### src/hdl/tsvm_pkg.sv
`timescale 1ns / 1ps
package tsvm_pkg;

	// default sizes of the stores
	localparam int STACK_DEPTH_DEF   = 32;
	localparam int RAM_WORDS_DEF     = 256;
	localparam int SYS_MEM_WORDS_DEF = 256;

	// depth of the queue between front and back
	localparam int QUEUE_DEPTH = 2;

	// major opcodes
	localparam logic [3:0] OP_ALU  = 4'h0;
	localparam logic [3:0] OP_STK  = 4'h1;
	localparam logic [3:0] OP_CALL = 4'h6;
	localparam logic [3:0] OP_LDI  = 4'h7;
	localparam logic [3:0] OP_STI  = 4'h8;
	localparam logic [3:0] OP_MOVI = 4'h9;
	localparam logic [3:0] OP_ADDI = 4'ha;
	localparam logic [3:0] OP_JMP  = 4'hb;
	localparam logic [3:0] OP_JZ   = 4'hc;
	localparam logic [3:0] OP_JNZ  = 4'hd;
	localparam logic [3:0] OP_JPOS = 4'he;
	localparam logic [3:0] OP_JNEG = 4'hf;

	// register-register sub-operations
	localparam logic [3:0] ALU_MOV = 4'h2;
	localparam logic [3:0] ALU_AND = 4'h3;
	localparam logic [3:0] ALU_NOT = 4'h4;
	localparam logic [3:0] ALU_OR  = 4'h5;
	localparam logic [3:0] ALU_XOR = 4'h6;
	localparam logic [3:0] ALU_SHR = 4'h7;
	localparam logic [3:0] ALU_SHL = 4'h8;
	localparam logic [3:0] ALU_ADD = 4'h9;
	localparam logic [3:0] ALU_SUB = 4'ha;
	localparam logic [3:0] ALU_MUL = 4'hb;
	localparam logic [3:0] ALU_DIV = 4'hc;
	localparam logic [3:0] ALU_MOD = 4'hd;
	localparam logic [3:0] ALU_LDR = 4'he;
	localparam logic [3:0] ALU_STR = 4'hf;

	// stack sub-operations
	localparam logic [3:0] STK_PUSH  = 4'h0;
	localparam logic [3:0] STK_POP   = 4'h1;
	localparam logic [3:0] STK_PUSHI = 4'h2;

	// system call group and ids
	localparam logic [3:0] SYS_GROUP = 4'hf;
	localparam logic [7:0] SYS_RD    = 8'h00;
	localparam logic [7:0] SYS_WR    = 8'h01;

	// compare register index
	localparam logic [3:0] CR_IDX = 4'hf;

	// result status codes
	localparam logic [1:0] STAT_OK    = 2'd0;
	localparam logic [1:0] STAT_FAULT = 2'd1;
	localparam logic [1:0] STAT_CALL  = 2'd2;

	// instruction classes found by the front
	typedef enum logic [4:0] {
		CL_START, CL_ALU, CL_DIV, CL_LDR, CL_STR, CL_PUSH, CL_POP, CL_PUSHI,
		CL_CALL, CL_SYS0, CL_SYS1, CL_LDI, CL_STI, CL_MOVI, CL_ADDI, CL_JMP, CL_BAD
	} cls_t;

	// decoded word as queued for the back
	typedef struct packed {
		cls_t       cls;
		logic [3:0] opc;
		logic [3:0] x;
		logic [3:0] y;
		logic [3:0] z;
		logic [3:0] ra;
	} item_t;

	// back sequencer states
	typedef enum logic [2:0] {
		S_ISSUE, S_EXEC, S_DIV, S_RAMWB, S_SYSPUSH, S_POP2
	} bst_t;

endpackage

### src/hdl/tsvm_queue.sv
`timescale 1ns / 1ps
module tsvm_queue import tsvm_pkg::*; (
	input  logic  clk,
	input  logic  arst_n,
	input  logic  push,
	input  item_t din,
	input  logic  pop,
	output logic  full,
	output logic  empty,
	output item_t dout
);

	localparam int QA_W = (QUEUE_DEPTH > 1) ? $clog2(QUEUE_DEPTH) : 1;
	localparam int QC_W = $clog2(QUEUE_DEPTH + 1);

	item_t            mem_q [QUEUE_DEPTH];
	logic [QA_W-1:0]  wp_q, rp_q;
	logic [QC_W-1:0]  cnt_q;

	assign full  = (cnt_q == QC_W'(QUEUE_DEPTH));
	assign empty = (cnt_q == '0);
	assign dout  = mem_q[rp_q];

	// entry storage
	always_ff @(posedge clk) begin
		if (push) begin
			mem_q[wp_q] <= din;
		end
	end

	// pointers and fill count
	always_ff @(posedge clk or negedge arst_n) begin
		if (!arst_n) begin
			wp_q  <= '0;
			rp_q  <= '0;
			cnt_q <= '0;
		end else begin
			if (push) begin
				wp_q <= (wp_q == QA_W'(QUEUE_DEPTH - 1)) ? '0 : wp_q + QA_W'(1);
			end
			if (pop) begin
				rp_q <= (rp_q == QA_W'(QUEUE_DEPTH - 1)) ? '0 : rp_q + QA_W'(1);
			end
			if (push && !pop) begin
				cnt_q <= cnt_q + QC_W'(1);
			end else if (pop && !push) begin
				cnt_q <= cnt_q - QC_W'(1);
			end
		end
	end

endmodule

### config.mk
export PLATFORM = sky130hd
export DESIGN_NAME = tsvm_queue
export DESIGN_NICKNAME = d
export VERILOG_FILES = /design/src/hdl/tsvm_pkg.sv /design/src/hdl/tsvm_queue.sv
export SDC_FILE = /design/constraint.sdc
export NUM_CORES = 1
export LEC_CHECK = 0
export BUFFER_PORTS_ARGS = -buffer_cell sky130_fd_sc_hd__clkbuf_2
export CORE_AREA = 3 3 69 71
export CTS_BUF_LIST = sky130_fd_sc_hd__clkbuf_16
export CTS_CLUSTER_SIZE = 25
export DETAILED_ROUTE_END_ITERATION = 16
export DIE_AREA = 0 0 72 74
export PLACE_DENSITY = 0.86
export RECOVER_POWER = 100
export SYNTH_ARGS = -nofsm -noshare
export SYNTH_HDL_FRONTEND = slang
export SYNTH_SLANG_ARGS = --single-unit
### constraint.sdc
create_clock -name clk -period 2.5 [get_ports clk]
set_input_delay 0.25 -clock clk [delete_from_list [all_inputs] [get_ports clk]]
set_output_delay 0.25 -clock clk [all_outputs]
set_load 0.01 [all_outputs]
[Word level (Yosys, flattened, before mapping)]
Memory sizes are Yosys's and may differ from the RTL's.
Index checks and enable logic that the tools add are counted.
Storage, ports and cells
  register bits after elaboration: 4
  memory bits (writable): 50
  output and inout port bits: 27
  logic and storage cells: 21
  memories kept: 1
Operators by class
  add/sub/neg operators: 4
  equality and inequality tests: 1
  muxes and demuxes: 6
  reductions and logical operators: 6
Memory list
  mem_q: depth 2, width 25, read ports 1, clocked after Yosys merged registers in 0, wr ports 1, RTL line tsvm_queue.sv:16  | item_t mem_q [QUEUE_DEPTH];
Operators by type and width (number)
  2-to-1 mux 1 bit: 4
  2-to-1 mux 2 bit: 2
  adder 1 bit, second input constant: 2
  adder 2 x 1 -> 2 bit, second input constant: 1
  equality test 2 bit, second input constant: 1
  logical AND 1 bit: 2
  zero test 1 bit: 2
  zero test 2 bit: 1
  nonzero test 2 bit: 1
  subtractor 2 x 1 -> 2 bit, second input constant: 1

[Depth between registers and ports, before layout]
  depth in word-level cells: 4
  depth in mapped cells: 5
  gate-level depth less buffers: 5

[Least setup slack after synthesis]
No wires, ideal clock.
  path type: reg2reg
  from: register wp_q
  to: memory mem_q[0][0] (netlist name) (enable)
  arrival time: 1534 ps
  required time: 2090 ps
  setup slack: 556 ps
  cell stages (with the launch flop): 2
  buffers on the path: 0
  clock period less this slack: 1944 ps
  cells stage by stage: dfrtp_1 -> nor2b_1
RTL lines
  start: declaration: RTL line tsvm_queue.sv:17  | logic [QA_W-1:0] wp_q, rp_q;
  start signal: assignment: RTL line tsvm_queue.sv:39  | wp_q <= (wp_q == QA_W'(QUEUE_DEPTH - 1)) ? '0 : wp_q + QA_W'(1);
  end: declaration: RTL line tsvm_queue.sv:16
Straight into the memory's write port.

==> impl_metrics.tcl <==
set metrics [dict create \
    required_ns 2.25 \
    root_buffer "clkbuf_16" \
    track_usage 0.135 \
    synth_area_um2 2090 \
    first_pass_iters 2 \
    wl_um 3290 \
    cts_hold_buf 1 \
    synth_compound_area_frac 0 \
    fin_nets 188 \
    clock-sinks 54 \
    hold_viol 0 \
    synth_fa_ha_area_frac 0.00598 \
    clk_pin_slew_ns 0.06 \
    vias_per_cell 4.91 \
    post-dp-hpwl_um 2380 \
    final_cells 211 \
    final_cell_mix "edfxtp_1 (50), clkbuf_1 (34), clkbuf_2 (25), mux2_1 (16), mux2_2 (6)" \
    yosysWarningCount 0 \
    max_slew_margin 0.107 \
    synth_seq_cells 54 \
    min_period_over_period 0.805 \
    route.detailed.drc 0 \
    coreArea_um2 4290 \
    dpl-instance-area_um2 2410 \
    syn_to_final_growth_pct 18.3 \
    rsz0062_at_grt "false" \
    powerDensity_nw_per_um2 1110 \
    htreeDepth 2 \
    grt_overflow 0 \
    start_kind "flop" \
    design_area_um2 2470 \
    yosys.area_share.simple 0.0126 \
    ys_types 13 \
    cts-resized-gates 0 \
    die_width_um 72 \
    wl_per_cell_um 15.6 \
    tightest_slew_ns 1.34 \
    synthCells 94 \
    min_period_ns 2.01 \
    hp-class "input port to flop" \
    status "finished, final reports clean" \
    port_buffers 55 \
    placed_cells 202 \
    synth_top_area_cell "edfxtp_1" \
    vdd_drop_max_mv 0.549 \
    diodes 0 \
    synthMuxAreaShare 0.169 \
    start_util 0.487 \
    fmax_ghz 0.497 \
    antenna_found_initial 0 \
    place_congestion 0.687 \
    cts_tree "done" \
    num_vias 1037 \
    tns_ns 0 \
    crit_arrival_ns 1.76 \
    clk_latency_ns 0.28 \
    skew_ns 0.00326 \
    final_common_cell "edfxtp_1" \
    grt_pass1_vias 1104 \
    leakage_uw 0.000902 \
    synth_top_area_frac 0.718 \
    ant_nets 0 \
    grt_max_degree 25 \
    synth.net_count 124 \
    grt_first_pass_wirelength_um 5190 \
    drive_gt1_frac 0.258 \
    rows 24 \
    setup_viol 0 \
    io-pin-count 56 \
    synth_xor_area_frac 0.0209 \
    max_cap_viol_count 0 \
    cts_buffers 5 \
    avgSynthCellArea_um2 22.3 \
    cts_setup_buffers 0 \
    crit_type "flop to output port" \
    end_kind "output port" \
    ys_seq_area_frac 0.766 \
    maxSlewViolCount 0 \
    drtIter0Drc 48 \
    cts_max_path_buffers 2 \
    die_h_um 74 \
    die_area_um2 5330 \
    synth_top_family_by_area "multiplexers" \
    worstPathMaxFanout 12 \
    synthTopCellsByArea "edfxtp_1 (72%), mux2_4 (14%), dfrtp_1 (4.8%)" \
]
## power by group
part	internal (uW)	leakage, uW	total (uW)	switching, uW
registers	1210	0.000516	1300	87.1
logic	320	0.000305	713	393
clock network	468	0.0000812	737	269
total	2000	0.000902	2750	750
## critical path, stage by stage (launching register included)
cell and delay (ns):
dfrtp_1 0.58, clkbuf_2 0.38, mux2_1 0.38, clkbuf_2 0.14
## routing by layer
layer  wire, um  track usage
met4         34       0.0438
met1       1230        0.138
met3        291       0.0622
met5          0            0
met2       1730        0.246
## per-stage QoR
stage | util | worst slack (ns) | hold WS [ns] | power (uW)
final | 0.576 | 0.487 | 0.154 | 2750
after global routing | 0.576 | 0.325 | 0.145 | 2910
after CTS | 0.603 | 0.561 | 0.147 | 2950
after detailed placement | 0.562 | 0.872 | 0.0623 | 2200
after global placement | 0.562 | 0.939 | 0.0618 | 2160
after floorplan | - | 0.556 | -0.0456 | 1960
## sequential cells by signal, indices dropped and copies added, names as in the netlist
register	cells
cnt_q	2
mem_q	50
rp_q	1
wp_q	1
## area by class of cell
type	instances	area [um2]
multi-input combinational	36	375
inverter	1	3.75
fill	374	1820
timing repair buffer	60	263
tap	52	65.1
sequential	54	1600
clock buffer	5	125
clock inverter	3	41.3
## kinds of logic after synthesis
logic type	Yosys count
adders and majority gates	1
muxes	25
buffers and inverters	4
and+or+nand+nor	5
xor gates and xnor gates	5
DFF	54
## final timing paths
path,cells past startpoint,endpoint,startpoint,slack [ns]
max,3,dout[8],rp_q,0.49
min,1,mem_q[1][0],din[0],0.15
max reg2reg,2,mem_q[0][17],wp_q,0.49
min reg2reg,1,cnt_q[1],cnt_q[1],0.49
max in group asynchronous,2,rp_q,arst_n,1.98
min in group asynchronous,2,cnt_q[0],arst_n,0.34
## synth_stat cells
library cell,instances
edfxtp_1,50
mux2_4,19
mux2_2,6
dfrtp_1,4
xor2_1,4
buf_12,2
nor2_1,2
nor2b_1,2
and2_1,1
buf_6,1
ha_1,1
inv_1,1
xnor2_1,1
(Power assumes the default switching activity.)
