<file path="src/hdl/tsvm_pkg.sv">
`timescale 1ns / 1ps
package tsvm_pkg;

	// default sizes of the stores
	localparam int STACK_DEPTH_DEF   = 32;
	localparam int RAM_WORDS_DEF     = 256;
	localparam int SYS_MEM_WORDS_DEF = 256;

	// depth of the queue between front and back
	localparam int QUEUE_DEPTH = 2;

	// major opcodes
	localparam logic [3:0] OP_ALU  = 4'h0;
	localparam logic [3:0] OP_STK  = 4'h1;
	localparam logic [3:0] OP_CALL = 4'h6;
	localparam logic [3:0] OP_LDI  = 4'h7;
	localparam logic [3:0] OP_STI  = 4'h8;
	localparam logic [3:0] OP_MOVI = 4'h9;
	localparam logic [3:0] OP_ADDI = 4'ha;
	localparam logic [3:0] OP_JMP  = 4'hb;
	localparam logic [3:0] OP_JZ   = 4'hc;
	localparam logic [3:0] OP_JNZ  = 4'hd;
	localparam logic [3:0] OP_JPOS = 4'he;
	localparam logic [3:0] OP_JNEG = 4'hf;

	// register-register sub-operations
	localparam logic [3:0] ALU_MOV = 4'h2;
	localparam logic [3:0] ALU_AND = 4'h3;
	localparam logic [3:0] ALU_NOT = 4'h4;
	localparam logic [3:0] ALU_OR  = 4'h5;
	localparam logic [3:0] ALU_XOR = 4'h6;
	localparam logic [3:0] ALU_SHR = 4'h7;
	localparam logic [3:0] ALU_SHL = 4'h8;
	localparam logic [3:0] ALU_ADD = 4'h9;
	localparam logic [3:0] ALU_SUB = 4'ha;
	localparam logic [3:0] ALU_MUL = 4'hb;
	localparam logic [3:0] ALU_DIV = 4'hc;
	localparam logic [3:0] ALU_MOD = 4'hd;
	localparam logic [3:0] ALU_LDR = 4'he;
	localparam logic [3:0] ALU_STR = 4'hf;

	// stack sub-operations
	localparam logic [3:0] STK_PUSH  = 4'h0;
	localparam logic [3:0] STK_POP   = 4'h1;
	localparam logic [3:0] STK_PUSHI = 4'h2;

	// system call group and ids
	localparam logic [3:0] SYS_GROUP = 4'hf;
	localparam logic [7:0] SYS_RD    = 8'h00;
	localparam logic [7:0] SYS_WR    = 8'h01;

	// compare register index
	localparam logic [3:0] CR_IDX = 4'hf;

	// result status codes
	localparam logic [1:0] STAT_OK    = 2'd0;
	localparam logic [1:0] STAT_FAULT = 2'd1;
	localparam logic [1:0] STAT_CALL  = 2'd2;

	// instruction classes found by the front
	typedef enum logic [4:0] {
		CL_START, CL_ALU, CL_DIV, CL_LDR, CL_STR, CL_PUSH, CL_POP, CL_PUSHI,
		CL_CALL, CL_SYS0, CL_SYS1, CL_LDI, CL_STI, CL_MOVI, CL_ADDI, CL_JMP, CL_BAD
	} cls_t;

	// decoded word as queued for the back
	typedef struct packed {
		cls_t       cls;
		logic [3:0] opc;
		logic [3:0] x;
		logic [3:0] y;
		logic [3:0] z;
		logic [3:0] ra;
	} item_t;

	// back sequencer states
	typedef enum logic [2:0] {
		S_ISSUE, S_EXEC, S_DIV, S_RAMWB, S_SYSPUSH, S_POP2
	} bst_t;

endpackage

</file>
<file path="src/hdl/tsvm_front.sv">
`timescale 1ns / 1ps
module tsvm_front import tsvm_pkg::*; (
	input  logic        kind,
	input  logic [15:0] word,
	output item_t       item
);

	// split the word and classify it
	always_comb begin
		item.opc = word[15:12];
		item.x   = word[11:8];
		item.y   = word[7:4];
		item.z   = word[3:0];
		item.ra  = (word[15:12] == OP_ALU || word[15:12] == OP_STK) ? word[7:4] : word[11:8];
		item.cls = CL_BAD;
		if (kind) begin
			item.cls = CL_START;
		end else begin
			unique case (word[15:12])
				OP_ALU: begin
					unique case (word[11:8])
						ALU_MOV, ALU_AND, ALU_NOT, ALU_OR, ALU_XOR, ALU_SHR, ALU_SHL,
						ALU_ADD, ALU_SUB, ALU_MUL: item.cls = CL_ALU;
						ALU_DIV, ALU_MOD: item.cls = CL_DIV;
						ALU_LDR: item.cls = CL_LDR;
						ALU_STR: item.cls = CL_STR;
						default: item.cls = CL_BAD;
					endcase
				end
				OP_STK: begin
					unique case (word[11:8])
						STK_PUSH:  item.cls = CL_PUSH;
						STK_POP:   item.cls = CL_POP;
						STK_PUSHI: item.cls = CL_PUSHI;
						default:   item.cls = CL_BAD;
					endcase
				end
				OP_CALL: begin
					priority if (word[11:8] != SYS_GROUP) item.cls = CL_CALL;
					else if (word[7:0] == SYS_RD) item.cls = CL_SYS0;
					else if (word[7:0] == SYS_WR) item.cls = CL_SYS1;
					else item.cls = CL_BAD;
				end
				OP_LDI:  item.cls = CL_LDI;
				OP_STI:  item.cls = CL_STI;
				OP_MOVI: item.cls = CL_MOVI;
				OP_ADDI: item.cls = CL_ADDI;
				OP_JMP, OP_JZ, OP_JNZ, OP_JPOS, OP_JNEG: item.cls = CL_JMP;
				default: item.cls = CL_BAD;
			endcase
		end
	end

endmodule

</file>
<file path="config.mk">
export PLATFORM = sky130hd
export DESIGN_NAME = tsvm_front
export DESIGN_NICKNAME = d
export VERILOG_FILES = /design/src/hdl/tsvm_pkg.sv /design/src/hdl/tsvm_front.sv
export SDC_FILE = /design/constraint.sdc
export NUM_CORES = 1
export LEC_CHECK = 0
export BUFFER_PORTS_ARGS = -buffer_cell sky130_fd_sc_hd__buf_2
export CAP_MARGIN = 25
export CELL_PAD_IN_SITES_DETAIL_PLACEMENT = 1
export CELL_PAD_IN_SITES_GLOBAL_PLACEMENT = 1
export CORE_UTILIZATION = 28
export DETAILED_ROUTE_END_ITERATION = 8
export PLACE_DENSITY = 0.95
export REMOVE_ABC_BUFFERS = 1
export SYNTH_ARGS = -nofsm -noshare
export SYNTH_HDL_FRONTEND = slang
export SYNTH_SLANG_ARGS = --single-unit
</file>
<file path="constraint.sdc">
create_clock -name vclk -period 2.1
set_input_delay 0.105 -clock vclk [all_inputs]
set_output_delay 0.105 -clock vclk [all_outputs]
set_load 0.03 [all_outputs]
</file>
== Word-level counts from Yosys, hierarchy flattened ==
Memory sizes are Yosys's and may differ from the RTL's.
Index checks and enable logic that the tools add are counted.

* Equality and inequality tests: 15
* Multiplexer cells: 7
* Reduce and logical (&&, ||, !) cells: 5

{| class="wikitable"
|+ Operator list
! cell !! number
|-
| $pmux 5 s8 || 1
|-
| $eq 4x4->1 const B || 8
|-
| $mux 5 || 4
|-
| $pmux 5 s3 || 1
|-
| $eq 4x1->1 const B || 2
|-
| $eq 4x3->1 const B || 2
|-
| $eq 8x1->1 const B || 1
|-
| $logic_not 4->1 || 2
|-
| $logic_not 8->1 || 1
|-
| $reduce_or 5->1 || 1
|-
| $eq 4x2->1 const B || 1
|-
| $mux 4 || 1
|-
| $ne 4x4->1 const B || 1
|-
| $logic_or 1x1->1 || 1
|}

* Bits in registers: 0
* Memory bits (read-only): 64
* Bits of input ports: 17
* Memories: 1

{| class="wikitable"
|+ Memories
! memory !! words !! width !! read ports !! clocked after Yosys merged registers in !! wr ports !! line !! source
|-
| (name not given) || 16 || 4 || 1 || 0 || 0 || tsvm_front.sv:21 || <nowiki>unique case (word[11:8])</nowiki>
|}

== Depth between registers and ports, before layout ==
* Depth in word-level cells: 6
* Mapped depth: 5
* Depth with buffers taken out: 4

== Least setup slack after synthesis ==
Ideal clock, no wire load.

* Path type: input to output
* Start: input word[15]
* End: output item[20] (netlist name)
* Data arrival time: 1414 ps
* Path slack: 581 ps
* Stages on the path: 5
* Path buffers: 1
* Cell sequence: buf_6 > nor3_4 > o21ai_1 > o31a_1 > a31oi_1

{| class="wikitable"
|+ RTL lines
! element !! line !! source
|-
| start, declared || tsvm_front.sv:4 || <nowiki>input logic [15:0] word,</nowiki>
|-
| end, declared || tsvm_front.sv:5 || <nowiki>output item_t item</nowiki>
|}

==> impl_metrics.toml <==
[run]
drv_cap = 0

[route]
vias = 545
drtIter0Drc = 8
antenna_left = 0
wire_per_inst_um = 13.17
drc = 0
wl_um = 1370
dr.pass1.iters = 4
viasPerCell = 5.240

[synthesis]
ys_top_cells_by_area = "buf_4 25%, mux2_1 9.4%, buf_6 7.0%"
syn_area_um2 = 481.7
synth_cell_types = 28
yosys.area.top_type_share_pct = 24.94
yosysSeqAreaShare_pct = 0
yosysWarnings = 0
yosysMostFrequentCell = "buf_4"
syn_avg_cell_area_um2 = 7.411
netlist_instances = 65
yosys.area.top_type = "buf_4"
synth_common_cells = "16 x buf_4, 5 x nand2_1, 4 x mux2_1, 4 x o21ai_1"

[setup_path]
setup.worst_path.start_class = "input pin"
cp_max_fo = 10
cp.required_ps = 2000
critical_path_class = "in2out"
crit_path_end_kind = "primary output"
worstPathArrival_ps = 1380
crit_buf_inv = 2
timing.critical_path.cells = "buf_2 -> nor3_4 -> o21ai_1 -> o31a_1 -> a31oi_1 -> buf_2"
cp_common_cell = "buf_2"
critPathTopFamily = "compound AO/OA/AOI/OAI gates"
critical-path-max-stage-delay_ps = 340
crit_slowest_cell = "nor3_4"

[floorplanning]
boundaryPins = 42
start_util_pct = 30.90
fp.coreArea_mm2 = 0.001559
rows = 14
die-area_mm2 = 0.001890
die_w_um = 43.48
die_h_um = 43.48

[timing]
post-route-period-util_pct = 70.58
hold_violations = 0
worst_slew_pin_slew_ps = 355.4
min_period_ps = 1482
setup_viol = 0
worst_slack_ps = 617.9
fmax_mhz = 674.7
tns_ps = 0
drv_slew = 0
rsz0062_at_grt = "false"
max-slew-margin-rel_pct = 75.97

[power]
vdd_drop_max_v = 0.0001087
leakagePower_nw = 0.2664
power_density_mw_per_mm2 = 292.5

[finish]
nFlopsAndLatches = 0
finalNetCount = 107
design_area_um2 = 558.0
areaGrowthSynthToFinish_pct = 15.84
num-fill-cells = 209
diodes = 0
post_route_cells_drive_above_1_share_pct = 52.27
final_util_pct = 35.79
seq_area_um2 = 0
layout.cells.non_filler = 104
clock_buffers = 0

[placed_design]
port-buffer-count = 42
dp_cells = 104
place_area_um2 = 558.0
dpl_worst_slack_ps = 604.8
hpwl_um = 1184
place.gp.congestion = 0.8455

[clock_tree]
cts_resized = 0
postCtsSetupBuffers = 0
ctsHoldBuffers = 0

[global_route]
grt.overflow.total = 0
grt_util_all_layers_pct = 15.21
grt_pass1_vias = 492
grt_antenna_before_repair = 0
grt_max_degree = 11
grt_first_pass_wirelength_um = 2304

[outcome]
status = "completed"

[min_path]
hp-class = "in2out"
==> through the flow <==
stage,power (mW),hold WS [ps]
after floorplan,0.06329,210.0
after global placement,0.1609,475.8
after detailed placement,0.1645,480.3
after CTS,0.1648,481.1
after global routing,0.1756,487.2
final,0.1632,478.6
==> placed cells by master, fill, tap and decap left out <==
cell type | netlist | routed
nor3b_4 | 1 | 1
a2111oi_2 | 1 | 1
nand4_1 | 1 | 1
nand2_1 | 5 | 5
nor3_1 | 2 | 2
o21ai_1 | 4 | 4
mux2_1 | 4 | 4
nand4bb_1 | 1 | 1
a21oi_1 | 3 | 3
and2_4 | 1 | 1
or3b_1 | 1 | 1
nor4_1 | 1 | 1
o32ai_1 | 1 | 1
nor4b_1 | 1 | 1
o21bai_1 | 1 | 1
o21a_1 | 2 | 2
inv_1 | 2 | 2
o31a_1 | 1 | 1
buf_2 | 0 | 42
xnor2_1 | 2 | 2
or4_1 | 1 | 1
a31oi_1 | 2 | 2
nor2_1 | 2 | 2
nand3_1 | 1 | 1
nor3_4 | 1 | 1
o21ai_0 | 3 | 3
nor2b_1 | 1 | 1
==> worst paths after layout <==
kind	from	slack (ps)	cells past startpoint	to
max	word[15]	620	6	item[20]
min	word[3]	480	2	item[7]
==> logic make-up (layout without fill, tap and decap cells) <==
family | Yosys count | in the layout | share of synthesized area [%]
buf+inv | 21 | 44 | 33.51
xor+xnor | 2 | 2 | 3.637
compound gates | 18 | 18 | 24.41
simple gates | 20 | 20 | 29.10
mux | 4 | 4 | 9.350
==> area by class of cell <==
cell class / count / area (um^2) / share of cell area [%]
well taps: 16 / 20.02 / 3.587
repair buffers: 42 / 210.2 / 37.67
inverters: 2 / 7.507 / 1.345
multi-input cells: 44 / 320.3 / 57.40
==> where the power goes <==
part / switching (mW) / total, mW / internal [mW] / leakage (nW)
Sequential: 0 / 0 / 0 / 0
Combinational: 0.111 / 0.163 / 0.0524 / 0.266
Clock: 0 / 0 / 0 / 0
==> metal layers <==
metal  vias up  track usage [%]  share of wire (%)
li1        270                -                  -
met1       259            20.80                 42
met2        16            28.48                 55
met3         0                0                3.4
met4         0                0                  0
met5         -                0                  0
No activity file was read; power rests on OpenSTA's default activity.
